==> config.mk <==
export PLATFORM = sky130hd
export DESIGN_NAME = riff_wav_stream_parser_flat
export DESIGN_NICKNAME = d
export VERILOG_FILES = /design/src/hdl/rwp_pkg.sv /design/src/hdl/rwp_cfg_if.sv /design/src/hdl/rwp_byte_if.sv /design/src/hdl/rwp_item_if.sv /design/src/hdl/riff_wav_stream_parser.sv /design/src/flat_wrapper.sv
export SDC_FILE = /design/constraint.sdc
export NUM_CORES = 1
export LEC_CHECK = 0
export ABC_CLOCK_PERIOD_IN_PS = 3800
export BUFFER_PORTS_ARGS = -buffer_cell sky130_fd_sc_hd__clkbuf_2
export CORE_MARGIN = 1
export CORE_UTILIZATION = 35
export DETAILED_ROUTE_END_ITERATION = 10
export PLACE_DENSITY = 0.52
export SLEW_MARGIN = 20
export SYNTH_ARGS = -nofsm -noshare
export SYNTH_HDL_FRONTEND = slang
export SYNTH_SLANG_ARGS = --single-unit
==> constraint.sdc <==
create_clock -name clk_i -period 3.8 [get_ports clk_i]
set_clock_uncertainty 0.05 [all_clocks]
set_input_delay 1.14 -clock clk_i [delete_from_list [all_inputs] [get_ports clk_i]]
set_output_delay 1.14 -clock clk_i [all_outputs]
set_load 0.02 [all_outputs]
==> src/hdl/rwp_pkg.sv <==
`default_nettype none

package rwp_pkg;

  localparam int unsigned ByteW   = 8;
  localparam int unsigned WordW   = 32;
  localparam int unsigned KindW   = 2;
  localparam int unsigned StatusW = 3;

  // Item kinds on the result channel
  localparam logic [KindW-1:0] ItemPcm16   = 2'd0;
  localparam logic [KindW-1:0] ItemFloat32 = 2'd1;
  localparam logic [KindW-1:0] ItemStatus  = 2'd2;

  // Final status codes
  localparam logic [StatusW-1:0] StatusOk        = 3'd0;
  localparam logic [StatusW-1:0] StatusNotRiff   = 3'd1;
  localparam logic [StatusW-1:0] StatusNoData    = 3'd2;
  localparam logic [StatusW-1:0] StatusNotMono   = 3'd3;
  localparam logic [StatusW-1:0] StatusBadFormat = 3'd4;
  localparam logic [StatusW-1:0] StatusWrongRate = 3'd5;

  // Parser position inside the chunk stream
  localparam logic [1:0] ChunkHead = 2'd0;
  localparam logic [1:0] ChunkFmt  = 2'd1;
  localparam logic [1:0] ChunkData = 2'd2;
  localparam logic [1:0] ChunkSkip = 2'd3;

  localparam logic [3:0]  HeaderLen  = 4'd12;
  localparam logic [4:0]  FmtLen     = 5'd16;
  localparam logic [31:0] FmtMinLen  = 32'd16;
  localparam logic [31:0] TagFmt     = 32'h2074_6D66;
  localparam logic [31:0] TagData    = 32'h6174_6164;
  localparam logic [31:0] RateReset  = 32'd16000;
  localparam logic [15:0] FormatPcm  = 16'd1;
  localparam logic [15:0] FormatFlt  = 16'd3;
  localparam logic [15:0] BitsPcm    = 16'd16;
  localparam logic [15:0] BitsFlt    = 16'd32;

  localparam int unsigned QDepth = 4;
  localparam int unsigned QPtrW  = 2;
  localparam int unsigned QCntW  = 3;

  typedef struct packed {
    logic [KindW-1:0]   item_kind;
    logic [WordW-1:0]   sample_word;
    logic [StatusW-1:0] status_code;
    logic               is_last;
  } item_t;

  // Expected "RIFF....WAVE" bytes; the size field bytes are don't-care
  function automatic logic [ByteW-1:0] head_byte(input logic [3:0] idx);
    logic [ByteW-1:0] r;
    unique case (idx)
      4'd0:    r = 8'h52;
      4'd1:    r = 8'h49;
      4'd2:    r = 8'h46;
      4'd3:    r = 8'h46;
      4'd8:    r = 8'h57;
      4'd9:    r = 8'h41;
      4'd10:   r = 8'h56;
      4'd11:   r = 8'h45;
      default: r = 8'h00;
    endcase
    return r;
  endfunction

endpackage

`default_nettype wire

==> src/hdl/rwp_cfg_if.sv <==
`default_nettype none

interface rwp_cfg_if;
  logic                       valid;
  logic                       ready;
  logic [rwp_pkg::WordW-1:0]  wanted_rate;

  modport source (output valid, output wanted_rate, input ready);
  modport sink   (input valid, input wanted_rate, output ready);
endinterface

`default_nettype wire

==> src/hdl/rwp_byte_if.sv <==
`default_nettype none

interface rwp_byte_if;
  logic                       valid;
  logic                       ready;
  logic [rwp_pkg::ByteW-1:0]  file_byte;
  logic                       end_of_file;

  modport source (output valid, output file_byte, output end_of_file, input ready);
  modport sink   (input valid, input file_byte, input end_of_file, output ready);
endinterface

`default_nettype wire

==> src/hdl/rwp_item_if.sv <==
`default_nettype none

interface rwp_item_if;
  logic                         valid;
  logic                         ready;
  logic [rwp_pkg::KindW-1:0]    item_kind;
  logic [rwp_pkg::WordW-1:0]    sample_word;
  logic [rwp_pkg::StatusW-1:0]  status_code;
  logic                         is_last;

  modport source (output valid, output item_kind, output sample_word, output status_code,
                  output is_last, input ready);
  modport sink   (input valid, input item_kind, input sample_word, input status_code,
                  input is_last, output ready);
endinterface

`default_nettype wire

==> src/hdl/riff_wav_stream_parser.sv <==
// RIFF/WAVE byte-stream parser.
// byte_i carries the file one byte per beat, with end_of_file set on the last byte.
// item_o carries results: pcm16 samples (sign-extended), float32 sample bits, and one
// final status beat (is_last set) after the last byte of each file.
// The user must write wanted_rate on cfg_i only while the parser is idle; the parser
// itself does not enforce this. cfg_i is always ready. Throughput: one byte per cycle
// while the result queue has room. Each byte updates the parse state in the cycle it
// is accepted and pushes zero, one or two results into a registered 4-entry queue.
// byte_i.ready is high while the queue has room for two results, so a stalled
// receiver backs up into the byte channel after at most four results are held.
// Reset: wanted_rate returns to 16000, all parse state is cleared and the queue is
// emptied. After the byte marked end_of_file the parse state clears again and the
// next byte starts a new file; wanted_rate keeps its value.
`default_nettype none

module riff_wav_stream_parser (
  input  logic            clk_i,
  input  logic            rst_ni,
  rwp_cfg_if.sink         cfg_i,
  rwp_byte_if.sink        byte_i,
  rwp_item_if.source      item_o
);

  function automatic logic [31:0] set_byte(input logic [31:0] v, input logic [1:0] pos,
                                           input logic [7:0] b);
    logic [31:0] r;
    r = v;
    unique case (pos)
      2'd0: r[7:0]   = b;
      2'd1: r[15:8]  = b;
      2'd2: r[23:16] = b;
      2'd3: r[31:24] = b;
      default: r = v;
    endcase
    return r;
  endfunction

  logic [31:0] wanted_rate_q;

  logic [3:0]  header_count_q, header_count_d;
  logic        header_good_q, header_good_d;
  logic [2:0]  chunk_head_count_q, chunk_head_count_d;
  logic [31:0] chunk_tag_q, chunk_tag_d;
  logic [31:0] chunk_length_q, chunk_length_d;
  logic [31:0] body_left_q, body_left_d;
  logic [4:0]  body_offset_q, body_offset_d;
  logic [1:0]  chunk_kind_q, chunk_kind_d;
  logic        pad_pending_q, pad_pending_d;
  logic [15:0] stream_format_q, stream_format_d;
  logic [15:0] stream_channels_q, stream_channels_d;
  logic [31:0] stream_rate_q, stream_rate_d;
  logic [15:0] stream_bits_q, stream_bits_d;
  logic        data_seen_q, data_seen_d;
  logic [31:0] sample_gather_q, sample_gather_d;
  logic [1:0]  sample_byte_count_q, sample_byte_count_d;
  logic        fmt_valid_q, fmt_valid_d;

  logic               in_acc;
  logic [7:0]         b;
  logic               take_pcm16, take_float32;
  logic               sample_emit;
  rwp_pkg::item_t     sample_item, status_item;
  logic [2:0]         need;
  logic [2:0]         cnt_inc;
  logic [31:0]        gather_new;
  logic               end_pcm16, end_float32;

  rwp_pkg::item_t             queue_q [rwp_pkg::QDepth];
  logic [rwp_pkg::QPtrW-1:0]  wr_ptr_q, rd_ptr_q;
  logic [rwp_pkg::QCntW-1:0]  count_q, count_d;
  logic                       out_acc;
  logic [1:0]                 n_push;
  rwp_pkg::item_t             first_item;

  assign in_acc       = byte_i.valid && byte_i.ready;
  assign out_acc      = item_o.valid && item_o.ready;
  assign b            = byte_i.file_byte;
  assign byte_i.ready = (count_q <= rwp_pkg::QCntW'(rwp_pkg::QDepth - 2));
  assign cfg_i.ready  = 1'b1;

  assign take_pcm16   = (stream_format_q == rwp_pkg::FormatPcm) &&
                        (stream_bits_q == rwp_pkg::BitsPcm);
  assign take_float32 = (stream_format_q == rwp_pkg::FormatFlt) &&
                        (stream_bits_q == rwp_pkg::BitsFlt);

  always_ff @(posedge clk_i or negedge rst_ni) begin
    if (!rst_ni) begin
      wanted_rate_q <= rwp_pkg::RateReset;
    end else if (cfg_i.valid && cfg_i.ready) begin
      wanted_rate_q <= cfg_i.wanted_rate;
    end
  end

  always_comb begin
    header_count_d      = header_count_q;
    header_good_d       = header_good_q;
    chunk_head_count_d  = chunk_head_count_q;
    chunk_tag_d         = chunk_tag_q;
    chunk_length_d      = chunk_length_q;
    body_left_d         = body_left_q;
    body_offset_d       = body_offset_q;
    chunk_kind_d        = chunk_kind_q;
    pad_pending_d       = pad_pending_q;
    stream_format_d     = stream_format_q;
    stream_channels_d   = stream_channels_q;
    stream_rate_d       = stream_rate_q;
    stream_bits_d       = stream_bits_q;
    data_seen_d         = data_seen_q;
    sample_gather_d     = sample_gather_q;
    sample_byte_count_d = sample_byte_count_q;
    fmt_valid_d         = fmt_valid_q;

    sample_emit = 1'b0;
    sample_item = '0;
    status_item = '0;
    status_item.item_kind = rwp_pkg::ItemStatus;
    status_item.is_last   = 1'b1;
    need        = take_pcm16 ? 3'd2 : (take_float32 ? 3'd4 : 3'd0);
    cnt_inc     = {1'b0, sample_byte_count_q} + 3'd1;
    gather_new  = set_byte(sample_gather_q, sample_byte_count_q, b);
    end_pcm16   = 1'b0;
    end_float32 = 1'b0;

    if (in_acc) begin
      if (header_count_q < rwp_pkg::HeaderLen) begin
        if ((header_count_q < 4'd4 || header_count_q >= 4'd8) &&
            b != rwp_pkg::head_byte(header_count_q)) begin
          header_good_d = 1'b0;
        end
        header_count_d = header_count_q + 4'd1;
      end else if (!header_good_q) begin
        // drop bytes until end of file
        header_good_d = 1'b0;
      end else if (chunk_kind_q == rwp_pkg::ChunkHead) begin
        if (pad_pending_q) begin
          pad_pending_d = 1'b0;
        end else begin
          if (!chunk_head_count_q[2]) begin
            chunk_tag_d = (chunk_head_count_q == 3'd0) ? {24'd0, b}
                        : set_byte(chunk_tag_q, chunk_head_count_q[1:0], b);
          end else begin
            chunk_length_d = (chunk_head_count_q == 3'd4) ? {24'd0, b}
                           : set_byte(chunk_length_q, chunk_head_count_q[1:0], b);
          end
          chunk_head_count_d = chunk_head_count_q + 3'd1;
          if (chunk_head_count_q == 3'd7) begin
            body_left_d         = chunk_length_d;
            body_offset_d       = '0;
            sample_gather_d     = '0;
            sample_byte_count_d = '0;
            if (chunk_tag_q == rwp_pkg::TagFmt) begin
              chunk_kind_d = (chunk_length_d >= rwp_pkg::FmtMinLen) ? rwp_pkg::ChunkFmt
                                                                     : rwp_pkg::ChunkSkip;
            end else if (chunk_tag_q == rwp_pkg::TagData && fmt_valid_q) begin
              chunk_kind_d = rwp_pkg::ChunkData;
              data_seen_d  = 1'b1;
            end else begin
              chunk_kind_d = rwp_pkg::ChunkSkip;
            end
            if (chunk_length_d == 32'd0) chunk_kind_d = rwp_pkg::ChunkHead;
          end
        end
      end else begin
        body_left_d = body_left_q - 32'd1;
        if (chunk_kind_q == rwp_pkg::ChunkFmt) begin
          if (body_offset_q < rwp_pkg::FmtLen) begin
            if (body_offset_q < 5'd2) begin
              stream_format_d = body_offset_q[0] ? {b, stream_format_q[7:0]}
                                                 : {stream_format_q[15:8], b};
            end else if (body_offset_q < 5'd4) begin
              stream_channels_d = body_offset_q[0] ? {b, stream_channels_q[7:0]}
                                                   : {stream_channels_q[15:8], b};
            end else if (body_offset_q < 5'd8) begin
              stream_rate_d = set_byte(stream_rate_q, body_offset_q[1:0], b);
            end else if (body_offset_q == 5'd14 || body_offset_q == 5'd15) begin
              stream_bits_d = body_offset_q[0] ? {b, stream_bits_q[7:0]}
                                               : {stream_bits_q[15:8], b};
            end
            if (body_offset_q == 5'd15) fmt_valid_d = 1'b1;
            body_offset_d = body_offset_q + 5'd1;
          end
        end else if (chunk_kind_q == rwp_pkg::ChunkData && need != 3'd0) begin
          if (cnt_inc == need) begin
            sample_emit = 1'b1;
            if (take_pcm16) begin
              sample_item.item_kind   = rwp_pkg::ItemPcm16;
              sample_item.sample_word = {{16{gather_new[15]}}, gather_new[15:0]};
            end else begin
              sample_item.item_kind   = rwp_pkg::ItemFloat32;
              sample_item.sample_word = gather_new;
            end
            sample_gather_d     = '0;
            sample_byte_count_d = '0;
          end else begin
            sample_gather_d     = gather_new;
            sample_byte_count_d = cnt_inc[1:0];
          end
        end
        if (body_left_d == 32'd0) begin
          pad_pending_d = chunk_length_q[0];
          chunk_kind_d  = rwp_pkg::ChunkHead;
        end
      end

      if (byte_i.end_of_file) begin
        end_pcm16   = (stream_format_d == rwp_pkg::FormatPcm) &&
                      (stream_bits_d == rwp_pkg::BitsPcm);
        end_float32 = (stream_format_d == rwp_pkg::FormatFlt) &&
                      (stream_bits_d == rwp_pkg::BitsFlt);
        priority if (header_count_d < rwp_pkg::HeaderLen || !header_good_d) begin
          status_item.status_code = rwp_pkg::StatusNotRiff;
        end else if (!data_seen_d) begin
          status_item.status_code = rwp_pkg::StatusNoData;
        end else if (stream_channels_d != 16'd1) begin
          status_item.status_code = rwp_pkg::StatusNotMono;
        end else if (!end_pcm16 && !end_float32) begin
          status_item.status_code = rwp_pkg::StatusBadFormat;
        end else if (stream_rate_d != wanted_rate_q) begin
          status_item.status_code = rwp_pkg::StatusWrongRate;
        end else begin
          status_item.status_code = rwp_pkg::StatusOk;
        end
        // start the next file from a clean state
        header_count_d      = '0;
        header_good_d       = 1'b1;
        chunk_head_count_d  = '0;
        chunk_tag_d         = '0;
        chunk_length_d      = '0;
        body_left_d         = '0;
        body_offset_d       = '0;
        chunk_kind_d        = rwp_pkg::ChunkHead;
        pad_pending_d       = 1'b0;
        stream_format_d     = '0;
        stream_channels_d   = '0;
        stream_rate_d       = '0;
        stream_bits_d       = '0;
        data_seen_d         = 1'b0;
        sample_gather_d     = '0;
        sample_byte_count_d = '0;
        fmt_valid_d         = 1'b0;
      end
    end
  end

  always_ff @(posedge clk_i or negedge rst_ni) begin
    if (!rst_ni) begin
      header_count_q      <= '0;
      header_good_q       <= 1'b1;
      chunk_head_count_q  <= '0;
      chunk_tag_q         <= '0;
      chunk_length_q      <= '0;
      body_left_q         <= '0;
      body_offset_q       <= '0;
      chunk_kind_q        <= rwp_pkg::ChunkHead;
      pad_pending_q       <= 1'b0;
      stream_format_q     <= '0;
      stream_channels_q   <= '0;
      stream_rate_q       <= '0;
      stream_bits_q       <= '0;
      data_seen_q         <= 1'b0;
      sample_gather_q     <= '0;
      sample_byte_count_q <= '0;
      fmt_valid_q         <= 1'b0;
    end else begin
      header_count_q      <= header_count_d;
      header_good_q       <= header_good_d;
      chunk_head_count_q  <= chunk_head_count_d;
      chunk_tag_q         <= chunk_tag_d;
      chunk_length_q      <= chunk_length_d;
      body_left_q         <= body_left_d;
      body_offset_q       <= body_offset_d;
      chunk_kind_q        <= chunk_kind_d;
      pad_pending_q       <= pad_pending_d;
      stream_format_q     <= stream_format_d;
      stream_channels_q   <= stream_channels_d;
      stream_rate_q       <= stream_rate_d;
      stream_bits_q       <= stream_bits_d;
      data_seen_q         <= data_seen_d;
      sample_gather_q     <= sample_gather_d;
      sample_byte_count_q <= sample_byte_count_d;
      fmt_valid_q         <= fmt_valid_d;
    end
  end

  // Result queue: up to two pushes and one pop per cycle
  assign n_push     = in_acc ? ({1'b0, sample_emit} + {1'b0, byte_i.end_of_file}) : 2'd0;
  assign first_item = sample_emit ? sample_item : status_item;
  assign count_d    = count_q + rwp_pkg::QCntW'(n_push) - rwp_pkg::QCntW'(out_acc);

  always_ff @(posedge clk_i) begin
    if (n_push != 2'd0) queue_q[wr_ptr_q] <= first_item;
    if (n_push == 2'd2) queue_q[wr_ptr_q + rwp_pkg::QPtrW'(1)] <= status_item;
  end

  always_ff @(posedge clk_i or negedge rst_ni) begin
    if (!rst_ni) begin
      wr_ptr_q <= '0;
      rd_ptr_q <= '0;
      count_q  <= '0;
    end else begin
      wr_ptr_q <= wr_ptr_q + rwp_pkg::QPtrW'(n_push);
      rd_ptr_q <= rd_ptr_q + rwp_pkg::QPtrW'(out_acc);
      count_q  <= count_d;
    end
  end

  assign item_o.valid       = (count_q != '0);
  assign item_o.item_kind   = queue_q[rd_ptr_q].item_kind;
  assign item_o.sample_word = queue_q[rd_ptr_q].sample_word;
  assign item_o.status_code = queue_q[rd_ptr_q].status_code;
  assign item_o.is_last     = queue_q[rd_ptr_q].is_last;

  a_queue_bound: assert property (@(posedge clk_i) disable iff (!rst_ni)
    count_q <= rwp_pkg::QCntW'(rwp_pkg::QDepth))
    else $error("result queue over capacity");

  a_eof_clears: assert property (@(posedge clk_i) disable iff (!rst_ni)
    in_acc && byte_i.end_of_file |=> header_count_q == '0 && chunk_kind_q == rwp_pkg::ChunkHead
      && !fmt_valid_q && !data_seen_q)
    else $error("parse state not cleared after end of file");

  a_body_after_header: assert property (@(posedge clk_i) disable iff (!rst_ni)
    chunk_kind_q != rwp_pkg::ChunkHead |-> header_good_q && header_count_q == rwp_pkg::HeaderLen
      && body_left_q != 32'd0)
    else $error("chunk body entered without a good header");

  a_pcm_gather: assert property (@(posedge clk_i) disable iff (!rst_ni)
    chunk_kind_q == rwp_pkg::ChunkData && take_pcm16 |-> sample_byte_count_q < 2'd2)
    else $error("pcm16 gather ran past two bytes");

  a_fmt_offset: assert property (@(posedge clk_i) disable iff (!rst_ni)
    body_offset_q <= rwp_pkg::FmtLen && (fmt_valid_q || chunk_kind_q != rwp_pkg::ChunkData))
    else $error("fmt offset or data chunk without fmt");

endmodule

`default_nettype wire
==> src/flat_wrapper.sv <==
// flat-port wrapper written by rule: the top's interface ports become plain ports
module riff_wav_stream_parser_flat 
  (clk_i, rst_ni, cfg_i_valid, cfg_i_wanted_rate, cfg_i_ready, byte_i_valid, byte_i_file_byte, byte_i_end_of_file, byte_i_ready, item_o_valid, item_o_item_kind, item_o_sample_word, item_o_status_code, item_o_is_last, item_o_ready);
  rwp_cfg_if cfg_i_i ();
  rwp_byte_if byte_i_i ();
  rwp_item_if item_o_i ();
  input  logic clk_i;
  input  logic rst_ni;
  input wire logic [$bits(cfg_i_i.valid)-1:0] cfg_i_valid;
  input wire logic [$bits(cfg_i_i.wanted_rate)-1:0] cfg_i_wanted_rate;
  output wire logic [$bits(cfg_i_i.ready)-1:0] cfg_i_ready;
  input wire logic [$bits(byte_i_i.valid)-1:0] byte_i_valid;
  input wire logic [$bits(byte_i_i.file_byte)-1:0] byte_i_file_byte;
  input wire logic [$bits(byte_i_i.end_of_file)-1:0] byte_i_end_of_file;
  output wire logic [$bits(byte_i_i.ready)-1:0] byte_i_ready;
  output wire logic [$bits(item_o_i.valid)-1:0] item_o_valid;
  output wire logic [$bits(item_o_i.item_kind)-1:0] item_o_item_kind;
  output wire logic [$bits(item_o_i.sample_word)-1:0] item_o_sample_word;
  output wire logic [$bits(item_o_i.status_code)-1:0] item_o_status_code;
  output wire logic [$bits(item_o_i.is_last)-1:0] item_o_is_last;
  input wire logic [$bits(item_o_i.ready)-1:0] item_o_ready;
  assign cfg_i_i.valid = cfg_i_valid;
  assign cfg_i_i.wanted_rate = cfg_i_wanted_rate;
  assign cfg_i_ready = cfg_i_i.ready;
  assign byte_i_i.valid = byte_i_valid;
  assign byte_i_i.file_byte = byte_i_file_byte;
  assign byte_i_i.end_of_file = byte_i_end_of_file;
  assign byte_i_ready = byte_i_i.ready;
  assign item_o_valid = item_o_i.valid;
  assign item_o_item_kind = item_o_i.item_kind;
  assign item_o_sample_word = item_o_i.sample_word;
  assign item_o_status_code = item_o_i.status_code;
  assign item_o_is_last = item_o_i.is_last;
  assign item_o_i.ready = item_o_ready;
  riff_wav_stream_parser u_core (.clk_i(clk_i), .rst_ni(rst_ni), .cfg_i(cfg_i_i), .byte_i(byte_i_i), .item_o(item_o_i));
endmodule
; Word-level counts from Yosys, hierarchy flattened
; Memory sizes are Yosys's and may differ from the RTL's.
; Cells that the tools add are included.
[totals]
regBits = 267
ramBits = 152
rom_bits = 96
inputBits = 46
out_inout_bits = 41
elab_cells = 319
memories = 2
[op_classes]
n_addsub = 11
n_lt_le_gt_ge = 10
n_eq_ne = 37
mux = 185
n_reduce_logical = 50
[mem_list]
columns = memory, depth, width, read_ports, rd_clocked_by_memory_dff, wr, line
row1 = u_core.queue_q, 4, 38, 1, 0, 2, riff_wav_stream_parser.sv:68  ; rwp_pkg::item_t queue_q [rwp_pkg::QDepth];
row2 = (name not given), 16, 6, 1, 0, 0, rwp_pkg.sv:54  ; unique case (idx)
[op_table]
columns = cell, count
row1 = $mux W32, 44
row2 = $mux W16, 31
row3 = $mux W34, 7
row4 = $mux W8, 18
row5 = $logic_not A32 Y1, 2
row6 = $reduce_and A7 Y1, 7
row7 = $mux W3, 14
row8 = $mux W2, 20
row9 = $mux W5, 8
row10 = $mux W1, 38
row11 = $mux W38, 1
row12 = $mux W33, 1
row13 = $eq A16 B1 Y1 const B, 2
row14 = $eq A16 B2 Y1 const B, 2
row15 = $eq A16 B5 Y1 const B, 2
row16 = $eq A16 B6 Y1 const B, 2
row17 = $eq A32 B30 Y1 const B, 1
row18 = $eq A32 B31 Y1 const B, 1
row19 = $ge A32 B5 Y1 const B, 1
row20 = $ne A32 B32 Y1, 1
row21 = $sub A32 B1 Y32 const B, 1
row22 = $reduce_bool A3 Y1, 10
row23 = $eq A2 B2 Y1 const B, 8
row24 = $ne A16 B1 Y1 const B, 1
row25 = other kinds (36), 70

; Logic depth before layout (Yosys ltp)
; Gate-level depths: netlist of the first run.
[depth]
word_depth = 23
depth_mapped = 16
depth_no_buf = 15

; Worst setup path after synthesis of the first run
; OpenSTA, ideal clock, no wires.
[synth_path]
kind = flip-flop to flip-flop
startpoint = register u_core.stream_format_q[6]
endpoint = memory u_core.queue_q[0][1] in the netlist's numbering, enable pin
setup_time_ps = 300
arrival_time_ps = 3684
t_required_ps = 3450
setup_slack_ps = -234
path_stages_with_launch = 15
n_path_buf = 2
synth_period_minus_slack_ps = 4034
path_cell_list = dfrtp_1 or4_1 nor4_1 nand3_1 o21a_1 o21ai_1 nand3b_1 inv_2 clkbuf_1 ha_1 o21ai_1 nor3_1 nor2_1 clkbuf_1 inv_1
[synth_lines]
columns = element, line
row1 = from (decl), riff_wav_stream_parser.sv:49  ; logic [15:0] stream_format_q, stream_format_d;
row2 = from (signal assigned), riff_wav_stream_parser.sv:274  ; stream_format_q <= stream_format_d;
row3 = to (decl), riff_wav_stream_parser.sv:68

; Worst setup path in the final report of the first run
[layout_path]
startpoint = register u_core.stream_format_q[6]
endpoint = register u_core.count_q[2] in the netlist's numbering
[layout_between]
elab_chain_cells = 16
word_cells_on_any_way = 20
cone_classes = 3 x add/sub / 3 x eq/ne / 10 x mux / 4 x reduce/logical
[layout_lines]
columns = element, line
row1 = $eq A16 B2 Y1, riff_wav_stream_parser.sv:83  ; assign take_float32 = (stream_format_q == rwp_pkg::FormatFlt) &&
row2 = $logic_and A1 B1 Y1, riff_wav_stream_parser.sv:83
row3 = $mux W3, riff_wav_stream_parser.sv:118  ; need = take_pcm16 ? 3'd2 : (take_float32 ? 3'd4 : 3'd0);
row4 = $mux W3 (*), riff_wav_stream_parser.sv:118
row5 = $eq A3 B3 Y1 or $reduce_bool A3 Y1 (tied branches), "riff_wav_stream_parser.sv:183, riff_wav_stream_parser.sv:182"
row6 = $mux W1 or $logic_and A1 B1 Y1 (tied branches), "riff_wav_stream_parser.sv:183, riff_wav_stream_parser.sv:182"
row7 = $mux W1 (*), riff_wav_stream_parser.sv:182  ; end else if (chunk_kind_q == rwp_pkg::ChunkData && need != 3'd0) begin
row8 = $mux W1 (*), riff_wav_stream_parser.sv:165  ; if (chunk_kind_q == rwp_pkg::ChunkFmt) begin
row9 = $mux W1 (*), riff_wav_stream_parser.sv:134  ; end else if (chunk_kind_q == rwp_pkg::ChunkHead) begin
row10 = $mux W1 (*), riff_wav_stream_parser.sv:131  ; end else if (!header_good_q) begin
row11 = $mux W1 (*), riff_wav_stream_parser.sv:125  ; if (header_count_q < rwp_pkg::HeaderLen) begin
row12 = $mux W1 (*), riff_wav_stream_parser.sv:124  ; if (in_acc) begin
row13 = $add A1 B1 Y2 (*), riff_wav_stream_parser.sv:286  ; assign n_push = in_acc ? ({1'b0, sample_emit} + {1'b0, byte_i.end_of_file}) : 2'd0;
row14 = $mux W2 (*), riff_wav_stream_parser.sv:286
row15 = $add A3 B2 Y3 (*), riff_wav_stream_parser.sv:288  ; assign count_d = count_q + rwp_pkg::QCntW'(n_push) - rwp_pkg::QCntW'(out_acc);
row16 = $sub A3 B1 Y3 (*), riff_wav_stream_parser.sv:288
row17 = "net u_core.count_d, one bit", riff_wav_stream_parser.sv:70  ; logic [rwp_pkg::QCntW-1:0] count_q, count_d;
row18 = to (signal assigned), riff_wav_stream_parser.sv:303  ; count_q <= count_d;
row19 = to (decl), riff_wav_stream_parser.sv:70
; The timed path passes the listed nets; every way through them passes the cells marked *.
; A chain may end at the register's enable or synchronous reset.

==> results_tabular.tex, run 1 <==
\begin{tabular}{lr}
\hline
Metric & Value \\
\hline
\multicolumn{2}{l}{\textbf{Outcome}} \\
\quad Result of the run & finished, violations left \\
\quad Violated checks & design-rule violations \\
\multicolumn{2}{l}{\textbf{Finish}} \\
\quad Sequential standard cell area & 9770 µm² \\
\quad Multi-input gate area in the final layout & 10500 µm² \\
\quad Antenna diode count & 0 \\
\quad \# fillers & 5737 \\
\quad Number of nets in the layout & 2387 \\
\quad Area delta synth->final & 16.6\% \\
\quad Leading cell type in the layout, fill and taps excluded & sky130\_fd\_sc\_hd\_\_nand2\_1 \\
\quad Leading cell types in the layout, fill and taps excluded & sky130\_fd\_sc\_hd\_\_nand2\_1, sky130\_fd\_sc\_hd\_\_dfrtp\_1, sky130\_fd\_sc\_hd\_\_o21ai\_0 \\
\quad Core occupancy in the finished layout & 41.4\% \\
\quad Fraction of final layout cells sized beyond drive strength 1 & approximately 18\% \\
\multicolumn{2}{l}{\textbf{Die}} \\
\quad Floorplan row count & 89 \\
\quad DIE HEIGHT & 247 µm \\
\quad CORE AREA & 59200 µm² \\
\quad Boundary Pins & 87 \\
\quad Die X & 247 µm \\
\quad Full die area & 61100 µm² \\
\quad Starting density of the core & 35.5\% \\
\multicolumn{2}{l}{\textbf{Worst setup path}} \\
\quad CP endpoint kind & flip-flop \\
\quad Flop-to-flop setup slack & 0.23 ns \\
\quad Type of origin of the critical path & flip-flop \\
\quad Required time of the critical path & 4.22 ns \\
\quad Slowest cell on the critical path & sky130\_fd\_sc\_hd\_\_or4\_1 \\
\quad Biggest fanout along the worst timing path & 6 \\
\quad Setup CP Type & flip-flop to flip-flop \\
\quad Reg-to-Reg Start & u\_core.stream\_format\_q[6] \\
\quad Endpoint of the lowest-slack register-to-register path & u\_core.count\_q[2] \\
\quad R2R cell count & 14 \\
\quad Max stage delay on crit path & between 0.6 and 0.7 ns \\
\quad CP Data Arrival Time & 3.99 ns \\
\quad Series of cell instances along the critical path & or4\_1 > buf\_4 > nor3\_2 > nand3\_1 > nor2\_1 > o21ai\_1 > nand3b\_1 > inv\_2 > ha\_1 > nand2\_2 > ha\_4 > fa\_1 > xor2\_1 > xnor2\_1 \\
\multicolumn{2}{l}{\textbf{GRT}} \\
\quad Aggregate global-route resource usage & 21.8\% \\
\quad Vias in the first global route & 17800 \\
\quad GRT Residual Overflow & 0 \\
\quad Wire length of the first global-routing pass & 104 mm \\
\quad Maximum number of pins on one net before global-route repair & 89 \\
\quad Initial antenna violation count & 0 \\
\multicolumn{2}{l}{\textbf{Clocking}} \\
\quad Clock net sink count & 415 \\
\quad Insertion delay of the later-clocked pin in the worst-skew pair & about 0.6 ns \\
\quad \# hold bufs at CTS & 0 \\
\quad Clk slew on worst S/H paths & $\sim$0.060 ns \\
\quad CTS tree & yes \\
\quad Buffers inserted during post-CTS setup optimization & 0 \\
\quad Clock root buffer & sky130\_fd\_sc\_hd\_\_clkbuf\_16 \\
\quad Buffer depth of the longest clock path & 3 \\
\quad H-tree depth & 2 \\
\quad Total clock buffers created by CTS & 47 \\
\multicolumn{2}{l}{\textbf{Timing}} \\
\quad Final critical-path required period & around 3.6 ns \\
\quad Remaining max-slew budget at the tightest pin & 41.5\% \\
\quad Minimum setup slack in the final design & around 0.23 ns \\
\quad Maximum clock frequency & 0.280 GHz \\
\quad Hold Fails Final Rpt & 0 \\
\quad Final number of max-transition violations & 0 \\
\quad Unrepaired setup endpoints after global routing & false \\
\quad Least-Margin Pin Slew & 0.878 ns \\
\quad Hold\_ws & 0.394 ns \\
\quad Final cycle utilization of the critical path & 93.9\% \\
\quad Sum Neg Setup Slack & 0 ns \\
\quad Final setup vio count & 0 \\
\multicolumn{2}{l}{\textbf{Place}} \\
\quad Count of input and output buffers & 85 \\
\quad Gp weighted congestion & approximately 0.85 \\
\quad Placed wire-length estimate & roughly 45 mm \\
\quad Post-place setup slack & 0.0318 ns \\
\multicolumn{2}{l}{\textbf{Logic synthesis}} \\
\quad Cells after synthesis & 2221 \\
\quad Synth Net Count & 2296 \\
\quad Synth warnings & 0 \\
\quad Fraction of synthesized cell area in xor and xnor cells & approximately 1.6\% \\
\quad Sequential element share of the synthesized area & 46.4\% \\
\quad Number of enable flip-flop cells after synthesis & 12 \\
\quad Primary flip-flop cell chosen by synthesis mapping & sky130\_fd\_sc\_hd\_\_dfrtp\_1 \\
\quad Library cell with the largest summed area after synthesis & sky130\_fd\_sc\_hd\_\_dfrtp\_1 \\
\quad Count of state elements after synthesis & 415 \\
\quad Synthesized-area fraction occupied by adder cells & 1.76\% \\
\quad Share of synthesized area spent on multiplexers & around a tenth \\
\quad Combined area of all synthesized cells & 21100 µm² \\
\quad Synth unique cells & slightly below 90 \\
\quad Fraction of the mapped netlist area in compound gates & approximately a fifth \\
\quad Dominant combinational cell family by area after synthesis & compound AO/OA/AOI/OAI gates \\
\quad Top cells by area, synth & sky130\_fd\_sc\_hd\_\_dfrtp\_1, sky130\_fd\_sc\_hd\_\_dfxtp\_1, sky130\_fd\_sc\_hd\_\_nand2\_1, sky130\_fd\_sc\_hd\_\_mux4\_2, sky130\_fd\_sc\_hd\_\_a22o\_1 \\
\quad Post-synth top area share & between 30\% and 40\% \\
\quad Simple-gate share of the synthesized area & 15.3\% \\
\quad Avg Cell Area, Syn & 9.48 µm² \\
\quad Async set-or-reset flop fraction in the synthesized netlist & roughly 64\% \\
\multicolumn{2}{l}{\textbf{Power and ir drop}} \\
\quad Total leakage power & 10.2 nW \\
\quad Pwr/cell area & 588 nW/µm² \\
\quad Sw Pwr & just over 5 mW \\
\quad Share of power burned in the clock network & a little under a third \\
\quad Power share of the sequential group & 39.3\% \\
\quad Sum of internal, switching and leakage power & 14.4 mW \\
\quad VDD IR-drop max & 0.376 mV \\
\quad Combinational cell fraction of total power & 29.3\% \\
\quad Switching power share of the total & 35.2\% \\
\quad Cell internal power dissipation & 9.35 mW \\
\multicolumn{2}{l}{\textbf{Route}} \\
\quad Average routed wire per standard cell & 21.3 µm \\
\quad Via total after detailed routing & 17800 \\
\quad DR DRC count & 8 \\
\quad Count of TritonRoute iterations in the first routing pass & 9 \\
\quad Number of nets with antenna violations after routing & 0 \\
\quad Post-detailed-route via-to-cell ratio & approximately 5.7 \\
\quad Initial drt markers & 1392 \\
\quad Total routed wirelength & 66.6 mm \\
\multicolumn{2}{l}{\textbf{Hold path}} \\
\quad Terminating pin of the worst hold path & u\_core.queue\_q[0][23] \\
\quad Hold path depth & 2 \\
\quad Worst Min Path Start & u\_core.queue\_q[0][23] \\
\quad Path type of the worst min-delay path & flip-flop to flip-flop \\
\multicolumn{2}{l}{\textbf{Job}} \\
\quad Max-cap check violation count & 0 \\
\hline
\end{tabular}
[synthesized netlist by cell type (26+ instances only)]
cell type / number
sky130_fd_sc_hd__xnor2_1: 28
sky130_fd_sc_hd__o22ai_1: 29
sky130_fd_sc_hd__dfxtp_1: 136
sky130_fd_sc_hd__mux2_2: 62
sky130_fd_sc_hd__nand2_1: 325
sky130_fd_sc_hd__dfrtp_1: 260
sky130_fd_sc_hd__o21ai_0: 140
sky130_fd_sc_hd__ha_1: 28
sky130_fd_sc_hd__o21ai_1: 108
sky130_fd_sc_hd__a22o_1: 89
sky130_fd_sc_hd__inv_1: 65
sky130_fd_sc_hd__a21oi_1: 76
sky130_fd_sc_hd__nor3_1: 59
sky130_fd_sc_hd__clkbuf_1: 142
sky130_fd_sc_hd__nand3_1: 26
sky130_fd_sc_hd__nor2_1: 115
sky130_fd_sc_hd__mux4_2: 37
sky130_fd_sc_hd__mux2i_1: 62
sky130_fd_sc_hd__a22oi_1: 75
[metal layers]
| layer | routed length [µm] | global-route usage, % |
|---|---|---|
| met5 | 0 | 0 |
| met4 | 1920 | 7.45 |
| met3 | 3270 | 2.88 |
| met2 | 30900 | 35.3 |
| met1 | 30400 | 29.7 |
[how the worst max path moves through the flow]
stage,from,endpoint,slack [ns],cells after the start
finish,u_core.stream_format_q[6],u_core.count_q[2],0.23,14
global route,u_core.body_left_q[0],u_core.chunk_kind_q[0],0.001,12
CTS,u_core.stream_format_q[6],u_core.queue_q[0][1],0.10,13
detailed placement,byte_i_file_byte[3],u_core.queue_q[1][3],0.03,11
global placement,byte_i_file_byte[1],u_core.queue_q[2][3],0.04,10
floorplan,u_core.stream_format_q[6],u_core.queue_q[0][1],0.01,14
[final cells by class]
cell class | instances | share of cell area [%]
tap | 773 | 3.94
clock inverter | 24 | 0.907
multi-input combinational | 1574 | 42.6
clock buffer | 62 | 5.27
sequential | 415 | 39.8
timing repair buffer | 206 | 6.45
inverter | 68 | 1.04
[critical path, delay by kind of cell, from the launching register on]
| family | cells | cell delay, ns |
|---|---|---|
| buffers and inverters | 2 | 0.28 |
| AND/OR/NAND/NOR | 6 | 1.41 |
| flip-flops | 1 | 0.40 |
| XOR/XNOR | 2 | 0.29 |
| adder cells (fa/ha/maj) | 3 | 0.94 |
| AO/OA/AOI/OAI | 1 | 0.08 |
[state kept, by name (all words and copies together) (netlist names), 3 cells and up]
register,cells
u_core.sample_gather_q,32
u_core.chunk_head_count_q,3
u_core.chunk_length_q,32
u_core.wanted_rate_q,32
u_core.queue_q,148
u_core.stream_bits_q,16
u_core.stream_rate_q,32
u_core.stream_format_q,16
u_core.count_q,3
u_core.body_left_q,32
u_core.header_count_q,4
u_core.chunk_tag_q,32
u_core.body_offset_q,5
u_core.stream_channels_q,16
[cell families after synthesis]
logic type      after synthesis
xor+xnor                     39
other cells                   1
flops                       415
fa+ha+maj                    29
compound gates              658
simple gates                686
buf+inv                     232
mux                         161
[power by group through the flow]
stage	logic [mW]	clock network (mW)	registers (mW)
after floorplan	3.02	0	5.47
after global placement	4.14	0	5.71
after CTS	4.22	4.64	5.66
after detailed placement	4.20	0	5.73
after global routing	4.65	4.83	5.76
final	4.23	4.53	5.67
[per-stage QoR]
stage	cell area (µm²)	instances
5_1_grt	24600	3122
3_3_place_gp	23000	3036
2_1_floorplan	21100	2221
6_report	24600	3122
3_5_place_dp	23000	3036
4_1_cts	24500	3122
[timing repair]
action                                 4_1_cts  5_1_grt
endpoints found under the hold margin        0        0
gates resized for setup                      0        7
setup endpoints to repair                    0       40
Power figures use the tool's default switching activity.
==> run 2, diff against run 1 <==
--- a/config.mk
+++ b/config.mk
@@ -7,6 +7,7 @@
 export LEC_CHECK = 0
 export ABC_CLOCK_PERIOD_IN_PS = 3800
 export BUFFER_PORTS_ARGS = -buffer_cell sky130_fd_sc_hd__clkbuf_2
+export CORE_ASPECT_RATIO = 2
 export CORE_MARGIN = 1
 export CORE_UTILIZATION = 35
 export DETAILED_ROUTE_END_ITERATION = 10
==> results_tabular.tex, run 2 (synthesis results as in run 1) <==
\begin{tabular}{lr}
\hline
Metric & Value \\
\hline
\multicolumn{2}{l}{\textbf{Timing}} \\
\quad Maximum clock frequency & 0.277 GHz \\
\quad Final critical-path required period & 3.61 ns \\
\quad Unrepaired setup endpoints after global routing & false \\
\quad Final setup vio count & 0 \\
\quad Remaining max-slew budget at the tightest pin & between 30\% and 40\% \\
\quad Final number of max-transition violations & 0 \\
\quad Hold\_ws & 0.388 ns \\
\quad Hold Fails Final Rpt & 0 \\
\quad Final cycle utilization of the critical path & 95.1\% \\
\quad Least-Margin Pin Slew & 0.941 ns \\
\multicolumn{2}{l}{\textbf{Finish}} \\
\quad Area delta synth->final & 17.2\% \\
\quad Antenna diode count & 0 \\
\quad Post-route cell area & 24700 µm² \\
\quad Flip-flop count of the largest register after layout & $\sim$150 \\
\quad Leading cell types in the layout, fill and taps excluded & sky130\_fd\_sc\_hd\_\_nand2\_1, sky130\_fd\_sc\_hd\_\_dfrtp\_1, sky130\_fd\_sc\_hd\_\_o21ai\_0 \\
\quad \# fillers & 5907 \\
\quad Leading cell type in the layout, fill and taps excluded & sky130\_fd\_sc\_hd\_\_nand2\_1 \\
\quad Fraction of final layout cells sized beyond drive strength 1 & 18.8\% \\
\quad Largest reg by FF count & u\_core.queue\_q \\
\quad Multi-input gate area in the final layout & 10500 µm² \\
\quad Number of nets in the layout & $\sim$2400 \\
\quad Sequential standard cell area & 9780 µm² \\
\multicolumn{2}{l}{\textbf{Power and ir drop}} \\
\quad Cell internal power dissipation & 9.32 mW \\
\quad VDD IR-drop max & 0.296 mV \\
\quad Total leakage power & 10.3 nW \\
\quad Sw Pwr & 5.01 mW \\
\quad Power share of the sequential group & 39.7\% \\
\quad Combinational cell fraction of total power & 29.7\% \\
\quad Share of power burned in the clock network & 30.6\% \\
\quad Switching power share of the total & 35.0\% \\
\quad Sum of internal, switching and leakage power & 14.3 mW \\
\quad Pwr/cell area & 581 nW/µm² \\
\multicolumn{2}{l}{\textbf{Worst setup path}} \\
\quad Endpoint of the lowest-slack register-to-register path & u\_core.queue\_q[2][23] \\
\quad Type of origin of the critical path & flip-flop \\
\quad Reg-to-Reg Start & u\_core.stream\_format\_q[6] \\
\quad Max stage delay on crit path & 0.59 ns \\
\quad Series of cell instances along the critical path & or4\_4 > nor4\_2 > nand3\_1 > o21a\_1 > o21ai\_1 > nand3b\_1 > inv\_2 > ha\_4 > buf\_4 > nor2\_1 > or3\_1 > nor2\_4 > buf\_12 > a22o\_1 \\
\quad R2R cell count & 14 \\
\quad CP Data Arrival Time & just over 4 ns \\
\quad Slowest cell on the critical path & sky130\_fd\_sc\_hd\_\_or4\_4 \\
\quad Required time of the critical path & 4.25 ns \\
\quad Setup CP Type & flip-flop to flip-flop \\
\quad Flop-to-flop setup slack & 0.19 ns \\
\quad CP endpoint kind & flip-flop \\
\quad Biggest fanout along the worst timing path & 16 \\
\multicolumn{2}{l}{\textbf{Clocking}} \\
\quad Total clock buffers created by CTS & 41 \\
\quad Insertion delay of the later-clocked pin in the worst-skew pair & 0.57 ns \\
\quad CTS tree & yes \\
\quad \# hold bufs at CTS & 0 \\
\quad Clk slew on worst S/H paths & 0.06 ns \\
\quad Clock net sink count & 415 \\
\quad Buffer depth of the longest clock path & 3 \\
\quad Clock root buffer & sky130\_fd\_sc\_hd\_\_clkbuf\_16 \\
\quad H-tree depth & 2 \\
\multicolumn{2}{l}{\textbf{Route}} \\
\quad Number of nets with antenna violations after routing & 0 \\
\quad Initial drt markers & 1376 \\
\quad Count of TritonRoute iterations in the first routing pass & 8 \\
\quad Total routed wirelength & roughly 69 mm \\
\quad Via total after detailed routing & 18000 \\
\quad Post-detailed-route via-to-cell ratio & about 5.8 \\
\quad DR DRC count & 0 \\
\quad Average routed wire per standard cell & 22.0 µm \\
\multicolumn{2}{l}{\textbf{Hold path}} \\
\quad Path type of the worst min-delay path & primary input to async pin \\
\multicolumn{2}{l}{\textbf{GRT}} \\
\quad Vias in the first global route & 18600 \\
\quad Maximum number of pins on one net before global-route repair & 90 \\
\quad Aggregate global-route resource usage & 22.6\% \\
\quad Wire length of the first global-routing pass & 107 mm \\
\quad Initial antenna violation count & 0 \\
\quad GRT Residual Overflow & 0 \\
\multicolumn{2}{l}{\textbf{Place}} \\
\quad Gp weighted congestion & 0.903 \\
\quad Count of input and output buffers & 85 \\
\quad Area after detailed placement & 23100 µm² \\
\quad Placed wire-length estimate & around 50 mm \\
\multicolumn{2}{l}{\textbf{Die}} \\
\quad Floorplan row count & 126 \\
\quad Boundary Pins & 87 \\
\quad DIE HEIGHT & roughly 350 µm \\
\quad Full die area & about 61000 µm² \\
\quad Die X & 175 µm \\
\quad Starting density of the core & 35.5\% \\
\quad CORE AREA & roughly 60000 µm² \\
\multicolumn{2}{l}{\textbf{Outcome}} \\
\quad Result of the run & completed \\
\multicolumn{2}{l}{\textbf{Job}} \\
\quad Max-cap check violation count & 0 \\
\hline
\end{tabular}
[run 2: cell count changes in the layout (fill, tap and decap cells not counted), sizes merged]
cell,previous run,this run
inv,69,68
clkinv,19,7
clkinvlp,1,2
buf,123,138
clkbuf,145,146
[run 2: stage by stage]
step                utilization [%]  cells  setup WS, ns  TNS, ns
floorplan                         -   2221        0.0128        0
global placement               39.0   3043        -0.111    -2.10
detailed placement             39.0   3043        -0.113    -2.93
CTS                            41.5   3118        0.0221        0
global route                   41.6   3121        0.0185        0
finish                         41.6   3121         0.186        0
[run 2: timing repair]
action / CTS / global route
resized for setup: 2 / 15
hold endpoints to repair: 0 / 0
pin swaps: 0 / 2
endpoints found under the setup margin: 55 / 152
buffers inserted: 0 / 3
[run 2: worst max-delay path by stage]
stage,slack [ns],endpoint,start,depth (start not counted)
after global placement,-0.11,u_core.queue_q[2][1],byte_i_file_byte[2],11
final,0.19,u_core.queue_q[2][23],u_core.stream_format_q[6],14
after detailed placement,-0.11,u_core.queue_q[0][10],u_core.stream_format_q[6],14
after floorplan,0.01,u_core.queue_q[0][1],u_core.stream_format_q[6],14
after CTS,0.02,u_core.queue_q[2][1],u_core.stream_format_q[6],12
after global routing,0.02,u_core.queue_q[0][0],u_core.stream_format_q[6],15
[run 2: per-layer routing]
metal,global-route usage [%],routed length [µm],up-vias
met5,0,0,-
met4,11.3,3440,0
met3,2.33,2490,165
met2,43.7,37900,517
met1,23.7,24800,8983
li1,-,-,8321
[run 2: layout make-up]
type	instances	share of cell area, %
Sequential cell	415	39.6
Timing Repair Buffer	221	7.04
Inverter	68	1.03
Clock buffer	63	5.24
Clock inverter	12	0.614
Multi-Input combinational cell	1574	42.6
Tap cell	768	3.89
[run 2: power groups by stage]
stage	combinational, mW	sequential [mW]	clock (mW)
after global placement	4.15	5.73	0
after CTS	4.25	5.68	4.49
after floorplan	3.02	5.47	0
after detailed placement	4.23	5.76	0
after global routing	4.67	5.78	4.64
final	4.25	5.69	4.39
[run 2: critical path, delay by kind of cell, from the launching register on]
| family | cells | cell delay (ns) |
|---|---|---|
| simple gates | 7 | 1.91 |
| flops | 1 | 0.40 |
| fa+ha+maj | 1 | 0.29 |
| buf+inv | 3 | 0.41 |
| compound gates | 3 | 0.48 |
